<file path="config.mk">
export PLATFORM = sky130hd
export DESIGN_NAME = alarm_clock_snooze_controller
export DESIGN_NICKNAME = d
export VERILOG_FILES = /design/src/hdl/acsc_pkg.sv /design/src/hdl/alarm_clock_snooze_controller.sv /design/src/hdl/acsc_core.sv
export SDC_FILE = /design/constraint.sdc
export NUM_CORES = 1
export LEC_CHECK = 0
export ABC_AREA = 1
export BUFFER_PORTS_ARGS = -buffer_cell sky130_fd_sc_hd__buf_2
export CAP_MARGIN = 20
export CORE_MARGIN = 5
export CORE_UTILIZATION = 50
export CTS_CLUSTER_SIZE = 28
export DETAILED_ROUTE_END_ITERATION = 16
export PLACE_DENSITY = 0.71
export SETUP_SLACK_MARGIN = 0.2
export SKIP_LAST_GASP = 1
export SLEW_MARGIN = 20
export SYNTH_ARGS = -nofsm -noshare
export SYNTH_HDL_FRONTEND = slang
export SYNTH_SLANG_ARGS = --single-unit
</file>
<file path="constraint.sdc">
create_clock -name clock -period 4.9 [get_ports clock]
set_input_delay 0.245 -clock clock [delete_from_list [all_inputs] [get_ports clock]]
set_output_delay 0.245 -clock clock [all_outputs]
set_load 0.05 [all_outputs]
</file>
<file path="src/hdl/acsc_pkg.sv">
package acsc_pkg;

   localparam int ButtonCount    = 4;
   localparam int ButtonIdxWidth = 2;
   localparam int DayWidth       = 5;
   localparam int HourWidth      = 5;
   localparam int MinuteWidth    = 6;
   localparam int KeyWidth       = 17;
   localparam int SnoozeWidth    = 6;
   localparam int ReqDataWidth   = 24;
   localparam int RspDataWidth   = 24;

   localparam logic [KeyWidth-1:0]    NoKey         = '1;
   localparam logic [KeyWidth-1:0]    MinutesPerDay = 17'd1440;
   localparam logic [KeyWidth-1:0]    MinutesPerHr  = 17'd60;
   localparam logic [HourWidth-1:0]   HoursPerDay   = 5'd24;
   localparam logic [HourWidth-1:0]   LastHour      = 5'd23;
   localparam logic [MinuteWidth-1:0] LastMinute    = 6'd59;
   localparam logic [HourWidth-1:0]   ResetHour     = 5'd7;
   localparam logic [SnoozeWidth-1:0] ResetSnooze   = 6'd5;

   // Button roles, by index.
   localparam logic [ButtonIdxWidth-1:0] ButtonLeave  = 2'd0;
   localparam logic [ButtonIdxWidth-1:0] ButtonSnooze = 2'd1;
   localparam logic [ButtonIdxWidth-1:0] ButtonUp     = 2'd2;
   localparam logic [ButtonIdxWidth-1:0] ButtonDown   = 2'd3;

   // Status light bits.
   localparam int LedGreen = 0;
   localparam int LedRed   = 1;

   typedef enum logic [1:0] {
      FieldHour   = 2'd0,
      FieldMinute = 2'd1,
      FieldEnable = 2'd2
   } edit_field_type;

   typedef struct packed {
      logic [DayWidth-1:0]    day;
      logic [HourWidth-1:0]   hours;
      logic [MinuteWidth-1:0] minutes;
      logic [ButtonCount-1:0] buttons;
   } poll_item_type;

   typedef struct packed {
      logic                   ringing;
      logic                   buzzer_on;
      logic                   green_led;
      logic                   red_led;
      logic                   show_alarm_screen;
      logic [HourWidth-1:0]   set_hour;
      logic [MinuteWidth-1:0] set_minute;
      logic                   armed;
      logic [1:0]             editing_field;
      logic                   snooze_pending;
   } status_type;

endpackage

</file>
<file path="src/hdl/alarm_clock_snooze_controller.sv">
// A poll transaction accepted into the input register is evaluated into the result register,
// where it waits until it is taken. Throughput: one transaction per cycle while results are
// taken, set by the input register feeding the result register; a waiting result lets one
// more transaction in, then stalls.
// Reset (synchronous, active high): alarm 07:00 disabled, no ring, no snooze, no match key,
// snooze length 5 minutes, both channels empty.
module alarm_clock_snooze_controller
   import acsc_pkg::*;
(
   input  logic                    clock,
   input  logic                    reset,
   // Poll input: day [4:0], hours [9:5], minutes [15:10], buttons [19:16], zero fill.
   input  logic                    req_tvalid,
   output logic                    req_tready,
   input  logic [ReqDataWidth-1:0] req_tdata,
   // Status result: ringing [0], buzzer_on [1], green_led [2], red_led [3],
   // show_alarm_screen [4], set_hour [9:5], set_minute [15:10], armed [16],
   // editing_field [18:17], snooze_pending [19], zero fill.
   output logic                    rsp_tvalid,
   input  logic                    rsp_tready,
   output logic [RspDataWidth-1:0] rsp_tdata,
   // Snooze length register, in minutes.
   input  logic                    csr_wen,
   input  logic [SnoozeWidth-1:0]  csr_wdata
);

   // Input register stage. It refills in the same cycle it drains, and while a
   // finished result is still waiting it can hold one more transaction.
   logic          in_valid_ff, in_valid_in;
   poll_item_type in_item_ff;
   logic          out_valid_ff, out_valid_in;
   status_type    out_status_ff;
   status_type    status;
   logic          advance;
   logic          req_take;

   // The held transaction moves on whenever the result register is free or
   // is being emptied in this same cycle.
   assign advance    = in_valid_ff && (!out_valid_ff || rsp_tready);
   assign req_tready = !in_valid_ff || advance;
   assign req_take   = req_tvalid && req_tready;

   always_comb begin
      if (req_take) begin
         in_valid_in = 1'b1;
      end else if (advance) begin
         in_valid_in = 1'b0;
      end else begin
         in_valid_in = in_valid_ff;
      end

      if (advance) begin
         out_valid_in = 1'b1;
      end else if (rsp_tready) begin
         out_valid_in = 1'b0;
      end else begin
         out_valid_in = out_valid_ff;
      end
   end

   always_ff @(posedge clock) begin
      if (reset) begin
         in_valid_ff  <= 1'b0;
         out_valid_ff <= 1'b0;
      end else begin
         in_valid_ff  <= in_valid_in;
         out_valid_ff <= out_valid_in;
      end
   end

   // Payload registers carry no reset; their valid flags guard them.
   always_ff @(posedge clock) begin
      if (req_take) begin
         in_item_ff.day     <= req_tdata[4:0];
         in_item_ff.hours   <= req_tdata[9:5];
         in_item_ff.minutes <= req_tdata[15:10];
         in_item_ff.buttons <= req_tdata[19:16];
      end
      if (advance) begin
         out_status_ff <= status;
      end
   end

   // The core updates the alarm state once per transaction and reports the
   // state as it stands after that transaction.
   acsc_core u_core (
      .clock     (clock),
      .reset     (reset),
      .enable    (advance),
      .item      (in_item_ff),
      .csr_wen   (csr_wen),
      .csr_wdata (csr_wdata),
      .status    (status)
   );

   assign rsp_tvalid = out_valid_ff;
   assign rsp_tdata  = {4'b0,
                        out_status_ff.snooze_pending,
                        out_status_ff.editing_field,
                        out_status_ff.armed,
                        out_status_ff.set_minute,
                        out_status_ff.set_hour,
                        out_status_ff.show_alarm_screen,
                        out_status_ff.red_led,
                        out_status_ff.green_led,
                        out_status_ff.buzzer_on,
                        out_status_ff.ringing};

endmodule

</file>
<file path="src/hdl/acsc_core.sv">
module acsc_core
   import acsc_pkg::*;
(
   input  logic                   clock,
   input  logic                   reset,
   input  logic                   enable,
   input  poll_item_type          item,
   input  logic                   csr_wen,
   input  logic [SnoozeWidth-1:0] csr_wdata,
   output status_type             status
);

   logic [SnoozeWidth-1:0] snooze_len_ff;
   logic [HourWidth-1:0]   wake_hour_ff,    wake_hour_in;
   logic [MinuteWidth-1:0] wake_minute_ff,  wake_minute_in;
   logic                   alarm_enable_ff, alarm_enable_in;
   logic                   ring_ff,         ring_in;
   logic                   snooze_ff,       snooze_in;
   logic [HourWidth-1:0]   nap_hour_ff,     nap_hour_in;
   logic [MinuteWidth-1:0] nap_minute_ff,   nap_minute_in;
   logic [KeyWidth-1:0]    last_key_ff,     last_key_in;
   logic [ButtonCount-1:0] prev_buttons_ff;
   edit_field_type         edit_field_ff,   edit_field_in;
   logic [1:0]             led_ff,          led_in;

   logic [ButtonCount-1:0]    rise;
   logic                      press;
   logic [ButtonIdxWidth-1:0] press_idx;
   logic [KeyWidth-1:0]       key;
   logic [MinuteWidth:0]      minute_sum;
   logic [MinuteWidth-1:0]    snooze_min_calc;
   logic [1:0]                hour_carry;
   logic [HourWidth:0]        hour_sum;
   logic [HourWidth-1:0]      nap_hour_calc;
   logic                      show;

   // Snooze target: minutes wrap once or twice, hours wrap once at most.
   always_comb begin
      minute_sum = {1'b0, item.minutes} + {1'b0, snooze_len_ff};
      if (minute_sum >= 7'd120) begin
         snooze_min_calc = MinuteWidth'(minute_sum - 7'd120);
         hour_carry      = 2'd2;
      end else if (minute_sum >= 7'd60) begin
         snooze_min_calc = MinuteWidth'(minute_sum - 7'd60);
         hour_carry      = 2'd1;
      end else begin
         snooze_min_calc = minute_sum[MinuteWidth-1:0];
         hour_carry      = 2'd0;
      end
      hour_sum = {1'b0, item.hours} + {4'b0, hour_carry};
      if (hour_sum >= {1'b0, HoursPerDay}) begin
         nap_hour_calc = HourWidth'(hour_sum - {1'b0, HoursPerDay});
      end else begin
         nap_hour_calc = hour_sum[HourWidth-1:0];
      end
   end

   assign key = KeyWidth'(item.day) * MinutesPerDay
              + KeyWidth'(item.hours) * MinutesPerHr
              + KeyWidth'(item.minutes);

   always_comb begin
      rise      = item.buttons & ~prev_buttons_ff;
      press     = |rise;
      press_idx = ButtonLeave;
      for (int i = 0; i < ButtonCount; i++) begin
         if (rise[i]) begin
            press_idx = ButtonIdxWidth'(i);
         end
      end

      wake_hour_in    = wake_hour_ff;
      wake_minute_in  = wake_minute_ff;
      alarm_enable_in = alarm_enable_ff;
      ring_in         = ring_ff;
      snooze_in       = snooze_ff;
      nap_hour_in     = nap_hour_ff;
      nap_minute_in   = nap_minute_ff;
      last_key_in     = last_key_ff;
      edit_field_in   = edit_field_ff;
      led_in          = led_ff;
      show            = 1'b1;

      if (ring_ff) begin
         if (press && press_idx == ButtonSnooze) begin
            nap_hour_in   = nap_hour_calc;
            nap_minute_in = snooze_min_calc;
            snooze_in     = 1'b1;
            ring_in       = 1'b0;
            last_key_in   = NoKey;
            show          = 1'b0;
         end else if (press) begin
            ring_in   = 1'b0;
            snooze_in = 1'b0;
            show      = 1'b0;
         end else begin
            led_in = 2'b10;
         end
      end else begin
         // A pending snooze replaces the alarm setting in the match check.
         if (snooze_ff) begin
            if (item.hours == nap_hour_ff && item.minutes == nap_minute_ff
                && key != last_key_ff) begin
               snooze_in   = 1'b0;
               last_key_in = key;
               ring_in     = 1'b1;
            end
         end else if (alarm_enable_ff) begin
            if (item.hours == wake_hour_ff && item.minutes == wake_minute_ff
                && key != last_key_ff) begin
               last_key_in = key;
               ring_in     = 1'b1;
            end
         end
         led_in = ring_in ? 2'b10 : {1'b0, alarm_enable_ff};

         if (!ring_in && press) begin
            unique case (press_idx)
               ButtonLeave: begin
                  edit_field_in = FieldHour;
                  show          = 1'b0;
               end
               ButtonSnooze: begin
                  unique case (edit_field_ff)
                     FieldHour:   edit_field_in = FieldMinute;
                     FieldMinute: edit_field_in = FieldEnable;
                     default:     edit_field_in = FieldHour;
                  endcase
               end
               default: begin
                  unique case (edit_field_ff)
                     FieldHour: begin
                        if (press_idx == ButtonUp) begin
                           wake_hour_in = (wake_hour_ff == LastHour) ? '0
                                          : wake_hour_ff + 5'd1;
                        end else begin
                           wake_hour_in = (wake_hour_ff == '0) ? LastHour
                                          : wake_hour_ff - 5'd1;
                        end
                     end
                     FieldMinute: begin
                        if (press_idx == ButtonUp) begin
                           wake_minute_in = (wake_minute_ff == LastMinute) ? '0
                                            : wake_minute_ff + 6'd1;
                        end else begin
                           wake_minute_in = (wake_minute_ff == '0) ? LastMinute
                                            : wake_minute_ff - 6'd1;
                        end
                     end
                     default: alarm_enable_in = ~alarm_enable_ff;
                  endcase
               end
            endcase
         end
      end

      status.ringing           = ring_in;
      status.buzzer_on         = ring_in;
      status.green_led         = led_in[LedGreen];
      status.red_led           = led_in[LedRed];
      status.show_alarm_screen = show;
      status.set_hour          = wake_hour_in;
      status.set_minute        = wake_minute_in;
      status.armed             = alarm_enable_in;
      status.editing_field     = edit_field_in;
      status.snooze_pending    = snooze_in;
   end

   always_ff @(posedge clock) begin
      if (reset) begin
         snooze_len_ff <= ResetSnooze;
      end else if (csr_wen) begin
         snooze_len_ff <= csr_wdata;
      end
   end

   always_ff @(posedge clock) begin
      if (reset) begin
         wake_hour_ff    <= ResetHour;
         wake_minute_ff  <= '0;
         alarm_enable_ff <= 1'b0;
         ring_ff         <= 1'b0;
         snooze_ff       <= 1'b0;
         nap_hour_ff     <= '0;
         nap_minute_ff   <= '0;
         last_key_ff     <= NoKey;
         prev_buttons_ff <= '0;
         edit_field_ff   <= FieldHour;
         led_ff          <= '0;
      end else if (enable) begin
         wake_hour_ff    <= wake_hour_in;
         wake_minute_ff  <= wake_minute_in;
         alarm_enable_ff <= alarm_enable_in;
         ring_ff         <= ring_in;
         snooze_ff       <= snooze_in;
         nap_hour_ff     <= nap_hour_in;
         nap_minute_ff   <= nap_minute_in;
         last_key_ff     <= last_key_in;
         prev_buttons_ff <= item.buttons;
         edit_field_ff   <= edit_field_in;
         led_ff          <= led_in;
      end
   end

endmodule
</file>
Word level (Yosys, flattened, before mapping)
Cells that the tools add are included.

operators by class
  add/subtract/negate cells = 11
  multiply operators = 2
  $lt $le $gt $ge = 3
  equality and inequality tests = 12
  mux-type cells = 60
  bitwise operators = 3
  reduce and logical (&&, ||, !) cells = 26

operators with widths
  kind                    number
  $mux W17                6
  $mux W6                 9
  $mux W5                 8
  $mux W1                 26
  $mux W2                 9
  $add A16 B11 Y17        1
  $add A17 B6 Y17         1
  $ne A17 B17 Y1          1
  $eq A6 B6 Y1            2
  $sub A6 B6 Y6 const B   2
  $mul A5 B6 Y11 const B  1
  $eq A5 B5 Y1            2
  $mul A5 B4 Y9 const B   1
  $logic_and A1 B1 Y1     8
  $pmux W2 S2             2
  $add A6 B6 Y7           1
  $ge A7 B6 Y1 const B    1
  $ge A7 B7 Y1 const B    1
  $add A5 B2 Y6           1
  $add A6 B1 Y6 const B   1
  $eq A6 B6 Y1 const B    1
  $ge A6 B5 Y1 const B    1
  $logic_not A6 Y1        1
  $reduce_bool A3 Y1      2
  21 further kinds        28

word-level totals
  bits in registers = 97
  output and inout port bits = 26
  logic and storage cells = 144

Logic depth before layout (Yosys ltp)
  depth in word-level cells = 13
  mapped depth = 35

Hierarchy
From an unflattened synthesis, not the netlist that was laid out.

second synthesis, totals
  cells, all modules = 963
  area total of the unflattened synthesis = 7314.5 um^2

by module, submodules not included
  module                         instances  cells an instance  area each (um^2)  seq. area each (um^2)
  acsc_core                      1          906                5988.2            1121.1
  alarm_clock_snooze_controller  1          57                 1326.3            1241.2

Worst setup path before layout
OpenSTA, ideal clock, no wires.

  path kind = reg-to-reg
  start point = reg in_item_ff[11] (netlist bit)
  end point = reg out_status_ff (netlist bit rsp_tdata[7]) (data pin)
  setup time = 0.255 ns
  data arrival time = 4.988 ns
  setup slack = -0.342 ns
  cell stages (with the launch flop) = 29
  path buffers = 1
  clock period less this slack = 5.242 ns
  path through = edfxtp_1 fa_1 fa_1 inv_1 fa_1 o21ai_0 a21oi_1 nor2_1 nor2_1 xnor2_1 ha_1 ha_1 nand2_1 nor2_1 a21oi_2 o21ai_4 inv_2 nand2_2 nand2_1 nand2_1 nand2_1 nor2_1 nand4_2 nand2_2 nand2_4 nand2_8 buf_6 nand4_2 and2_1

RTL lines
  element               RTL line                             text
  from (decl)           alarm_clock_snooze_controller.sv:30  poll_item_type in_item_ff;
  to (signal assigned)  alarm_clock_snooze_controller.sv:80  out_status_ff <= status;
  to (decl)             alarm_clock_snooze_controller.sv:32  status_type out_status_ff;

==> flow_metrics.env <==
export IMPL_antenna_found_initial=0
export IMPL_grt_pass1_wl_um=28030
export IMPL_antenna_cells=0
export IMPL_finalMaxSlewViolations=0
export IMPL_dr_pass1_iters=5
export IMPL_cts_max_level=3
export IMPL_fillers=1250
export IMPL_p_sw_w=0.001543
export IMPL_critPathArrivalTime_ns=5.31
export IMPL_power_w=0.003689
export IMPL_totalWireLength_um=17340
export IMPL_p_leak_nw=4.467
export IMPL_final_common_cell="nand2_1"
export IMPL_power_frac_seq=0.254
export IMPL_run_status="finished, violations left"
export IMPL_ys_warn_count=0
export IMPL_post_route_util=0.6240
export IMPL_worst_slew_pin_slew_ns=1.015
export IMPL_drtAntennaViolNets=0
export IMPL_max_vdd_ir_drop_v=0.0002102
export IMPL_area_delta_synth_final_pct=22.64
export IMPL_die_area_um2=17260
export IMPL_cts_root_buffer="clkbuf_16"
export IMPL_synth_main_ff_cell="dfxtp_1"
export IMPL_max_cap_violations=0
export IMPL_failed_checks="negative setup slack"
export IMPL_synth_area_leader_cell="edfxtp_1"
export IMPL_layout_min_cycle_time_ns=5.191
export IMPL_cts_sinks=97
export IMPL_clk_path_buf_depth=2
export IMPL_finalNonFillerCells=1253
export IMPL_syn_cell_area_um2=7367
export IMPL_fmaxAchievable_mhz=192.7
export IMPL_grt_pass1_vias=6227
export IMPL_rsz0062_at_grt="true"
export IMPL_avgSynthCellArea_um2=7.618
export IMPL_setup_worst_path_start_class="register"
export IMPL_vias_per_cell=5.270
export IMPL_fin_crit_sh=1.059
export IMPL_crit_fanout=7
export IMPL_combinationalPowerShare=0.560
export IMPL_pwr_share_clk=0.186
export IMPL_relSlewSlack=0.3223
export IMPL_layout_nets=1181
export IMPL_clk_pin_slew_worst_paths_ns=0.07
export IMPL_synth_top_area_share=0.1590
export IMPL_grt_overflow=0
export IMPL_setup_violations=54
export IMPL_layout_common_cells="nand2_1, inv_1, nor2_1"
export IMPL_crit_type="register to register"
export IMPL_place_ws_ns=-0.2447
export IMPL_clkLatencyLatePin_ns=0.36
export IMPL_die_w_um=131.4
export IMPL_setup_ws_ns=-0.2907
export IMPL_synth_yosys_seq_area_share=0.3166
export IMPL_gp_congestion=0.9035
export IMPL_drive_gt1_frac=0.2460
export IMPL_crit_required_ns=5.02
export IMPL_hp_class="input port to register"
export IMPL_power_density_nw_per_um2=408.3
export IMPL_synthArstFlopShare=0
export IMPL_die_h_um=131.4
export IMPL_cts_hold_fix_buffers=0
export IMPL_io_pin_count=61
export IMPL_coreArea_um2=14480
export IMPL_p_int_w=0.002146
export IMPL_vias=6603
export IMPL_start_util=0.5088
export IMPL_synth_edf_count=39
export IMPL_switching_share=0.4182
export IMPL_grt_max_degree=36
export IMPL_cts_buffers_inserted=9
export IMPL_drcViolationCount=0
export IMPL_clock_skew_ns=0.009703
export IMPL_synth_ff_latch_count=97
export IMPL_grtUsageTotal=0.1946
export IMPL_wl_per_cell_um=13.84
export IMPL_drtIter0Drc=430
export IMPL_cts_tree="built"
export IMPL_synth_cell_types=52
export IMPL_place_inst=1225
export IMPL_hpwl_um=12230
export IMPL_numPortBuffers=52
export IMPL_synthCells=967
export IMPL_hold_violations=0
export IMPL_rows=44
export IMPL_synth_area_leaders="edfxtp_1, dfxtp_1, ha_1, nand2_1, inv_1"
export IMPL_cp_end_kind="register"
synthesized netlist by cell type, types with 2 or more instances:
cell type and count:
nor2_2 3, a21oi_2 2, edfxtp_1 39, inv_1 144
clkbuf_1 13, buf_2 4, ha_1 68, o21ai_2 2
buf_6 2, a21o_1 3, or2_2 5, xor3_1 2
nand4_1 26, o21bai_1 2, nand4_2 2, dfxtp_1 58
xnor2_1 18, inv_2 8, o211ai_1 5, nand2_2 11
buf_4 5, nor4_1 5, nand2_1 211, and2_1 2
a21oi_1 50, nand3_1 80, nand3_2 7, fa_1 14
nor3_1 9, nand3b_1 10, o21ai_0 40, nand3_4 3
buf_1 2, xor2_1 28, nor2_1 67
per-layer routing:
metal  vias up  track usage  share of wire
met5         -            0              0
met4         0      0.05486          0.015
met3        23      0.03823          0.040
met2       121       0.3437           0.50
met1      3092       0.2417           0.44
li1       3367            -              -
state kept, by name, indices dropped and copies added (netlist names):
| register | count |
|---|---|
| u_core.nap_minute_ff | 6 |
| in_item_ff | 20 |
| rsp_tvalid | 1 |
| u_core.edit_field_ff | 2 |
| u_core.snooze_len_ff | 6 |
| u_core.alarm_enable_ff | 1 |
| u_core.snooze_ff | 1 |
| u_core.led_ff | 2 |
| u_core.wake_hour_ff | 5 |
| rsp_tdata | 19 |
| u_core.nap_hour_ff | 5 |
| in_valid_ff | 1 |
| u_core.wake_minute_ff | 6 |
| u_core.last_key_ff | 17 |
| u_core.prev_buttons_ff | 4 |
| u_core.ring_ff | 1 |
power by group through the flow:
stage                     sequential (W)  clock [W]  combinational, W
after global routing            0.000943   0.000738           0.00232
after floorplan                 0.000980          0           0.00128
final                           0.000937   0.000686           0.00207
after CTS                       0.000935   0.000699           0.00195
after global placement          0.000951          0           0.00174
after detailed placement        0.000952          0           0.00177
worst max-delay path, stage by stage (launching register included):
cell,delay (ns)
edfxtp_1,0.45
fa_1,0.53
fa_1,0.55
inv_2,0.05
fa_2,0.35
o21ai_2,0.15
a21oi_1,0.08
nor2_1,0.09
nor2_1,0.06
xnor2_1,0.19
ha_1,0.30
ha_4,0.32
nand2_4,0.06
inv_2,0.05
nand2_2,0.06
nand2_2,0.09
a21oi_4,0.05
o21ai_4,0.21
nand3_2,0.12
nand3_2,0.10
nand2_2,0.08
nor2_4,0.14
nand4_4,0.13
nand2_4,0.12
nand2_8,0.12
nand2_8,0.17
nand2_8,0.09
o21a_1,0.21
path summary, 6_finish.rpt:
path	endpoint	slack, ns	depth (start not counted)	startpoint
setup / recovery	rsp_tdata[6]	-0.29	27	in_item_ff[11]
setup reg to reg	rsp_tdata[6]	-0.29	27	in_item_ff[11]
hold reg to reg	u_core.snooze_len_ff[2]	0.46	2	u_core.snooze_len_ff[2]
hold / removal	in_item_ff[6]	0.05	1	req_tdata[12]
final cells by class:
class                   instances  area, µm²  share of cell area
multi-input cells             698       4910              0.5434
flip-flops and latches         97       2332              0.2581
repair buffers                105      709.4             0.07852
inverters                     153      576.8             0.06384
well taps                     184      230.2             0.02548
clock buffers                   9      225.2             0.02493
clock inverters                 7      51.30            0.005678
cells by family after synthesis:
logic type               share of synthesized area
AO/OA/AOI/OAI                              0.08849
XOR/XNOR                                   0.06114
adder cells (fa/ha/maj)                     0.1535
buffers and inverters                      0.09647
flip-flops                                  0.3166
other                                    0.0005090
AND/OR/NAND/NOR                             0.2833
timing repair:
| action | CTS | global route |
|---|---|---|
| setup buffers | 6 | 2 |
| pin swaps | 17 | 40 |
| setup endpoints to repair | 54 | 54 |
| gates resized for setup | 49 | 72 |
| cloned | 3 | 1 |
per-stage QoR:
step / hold slack (ns) / TNS (ns) / instance area, µm²
floorplan: 0.3439 / 0 / 7472
global placement: 0.4209 / -3.880 / 8154
detailed placement: 0.4231 / -8.162 / 8154
CTS: 0.03838 / -4.799 / 8736
global route: 0.03878 / -27.87 / 9035
finish: 0.04990 / -9.965 / 9035
(Power assumes the default switching activity.)
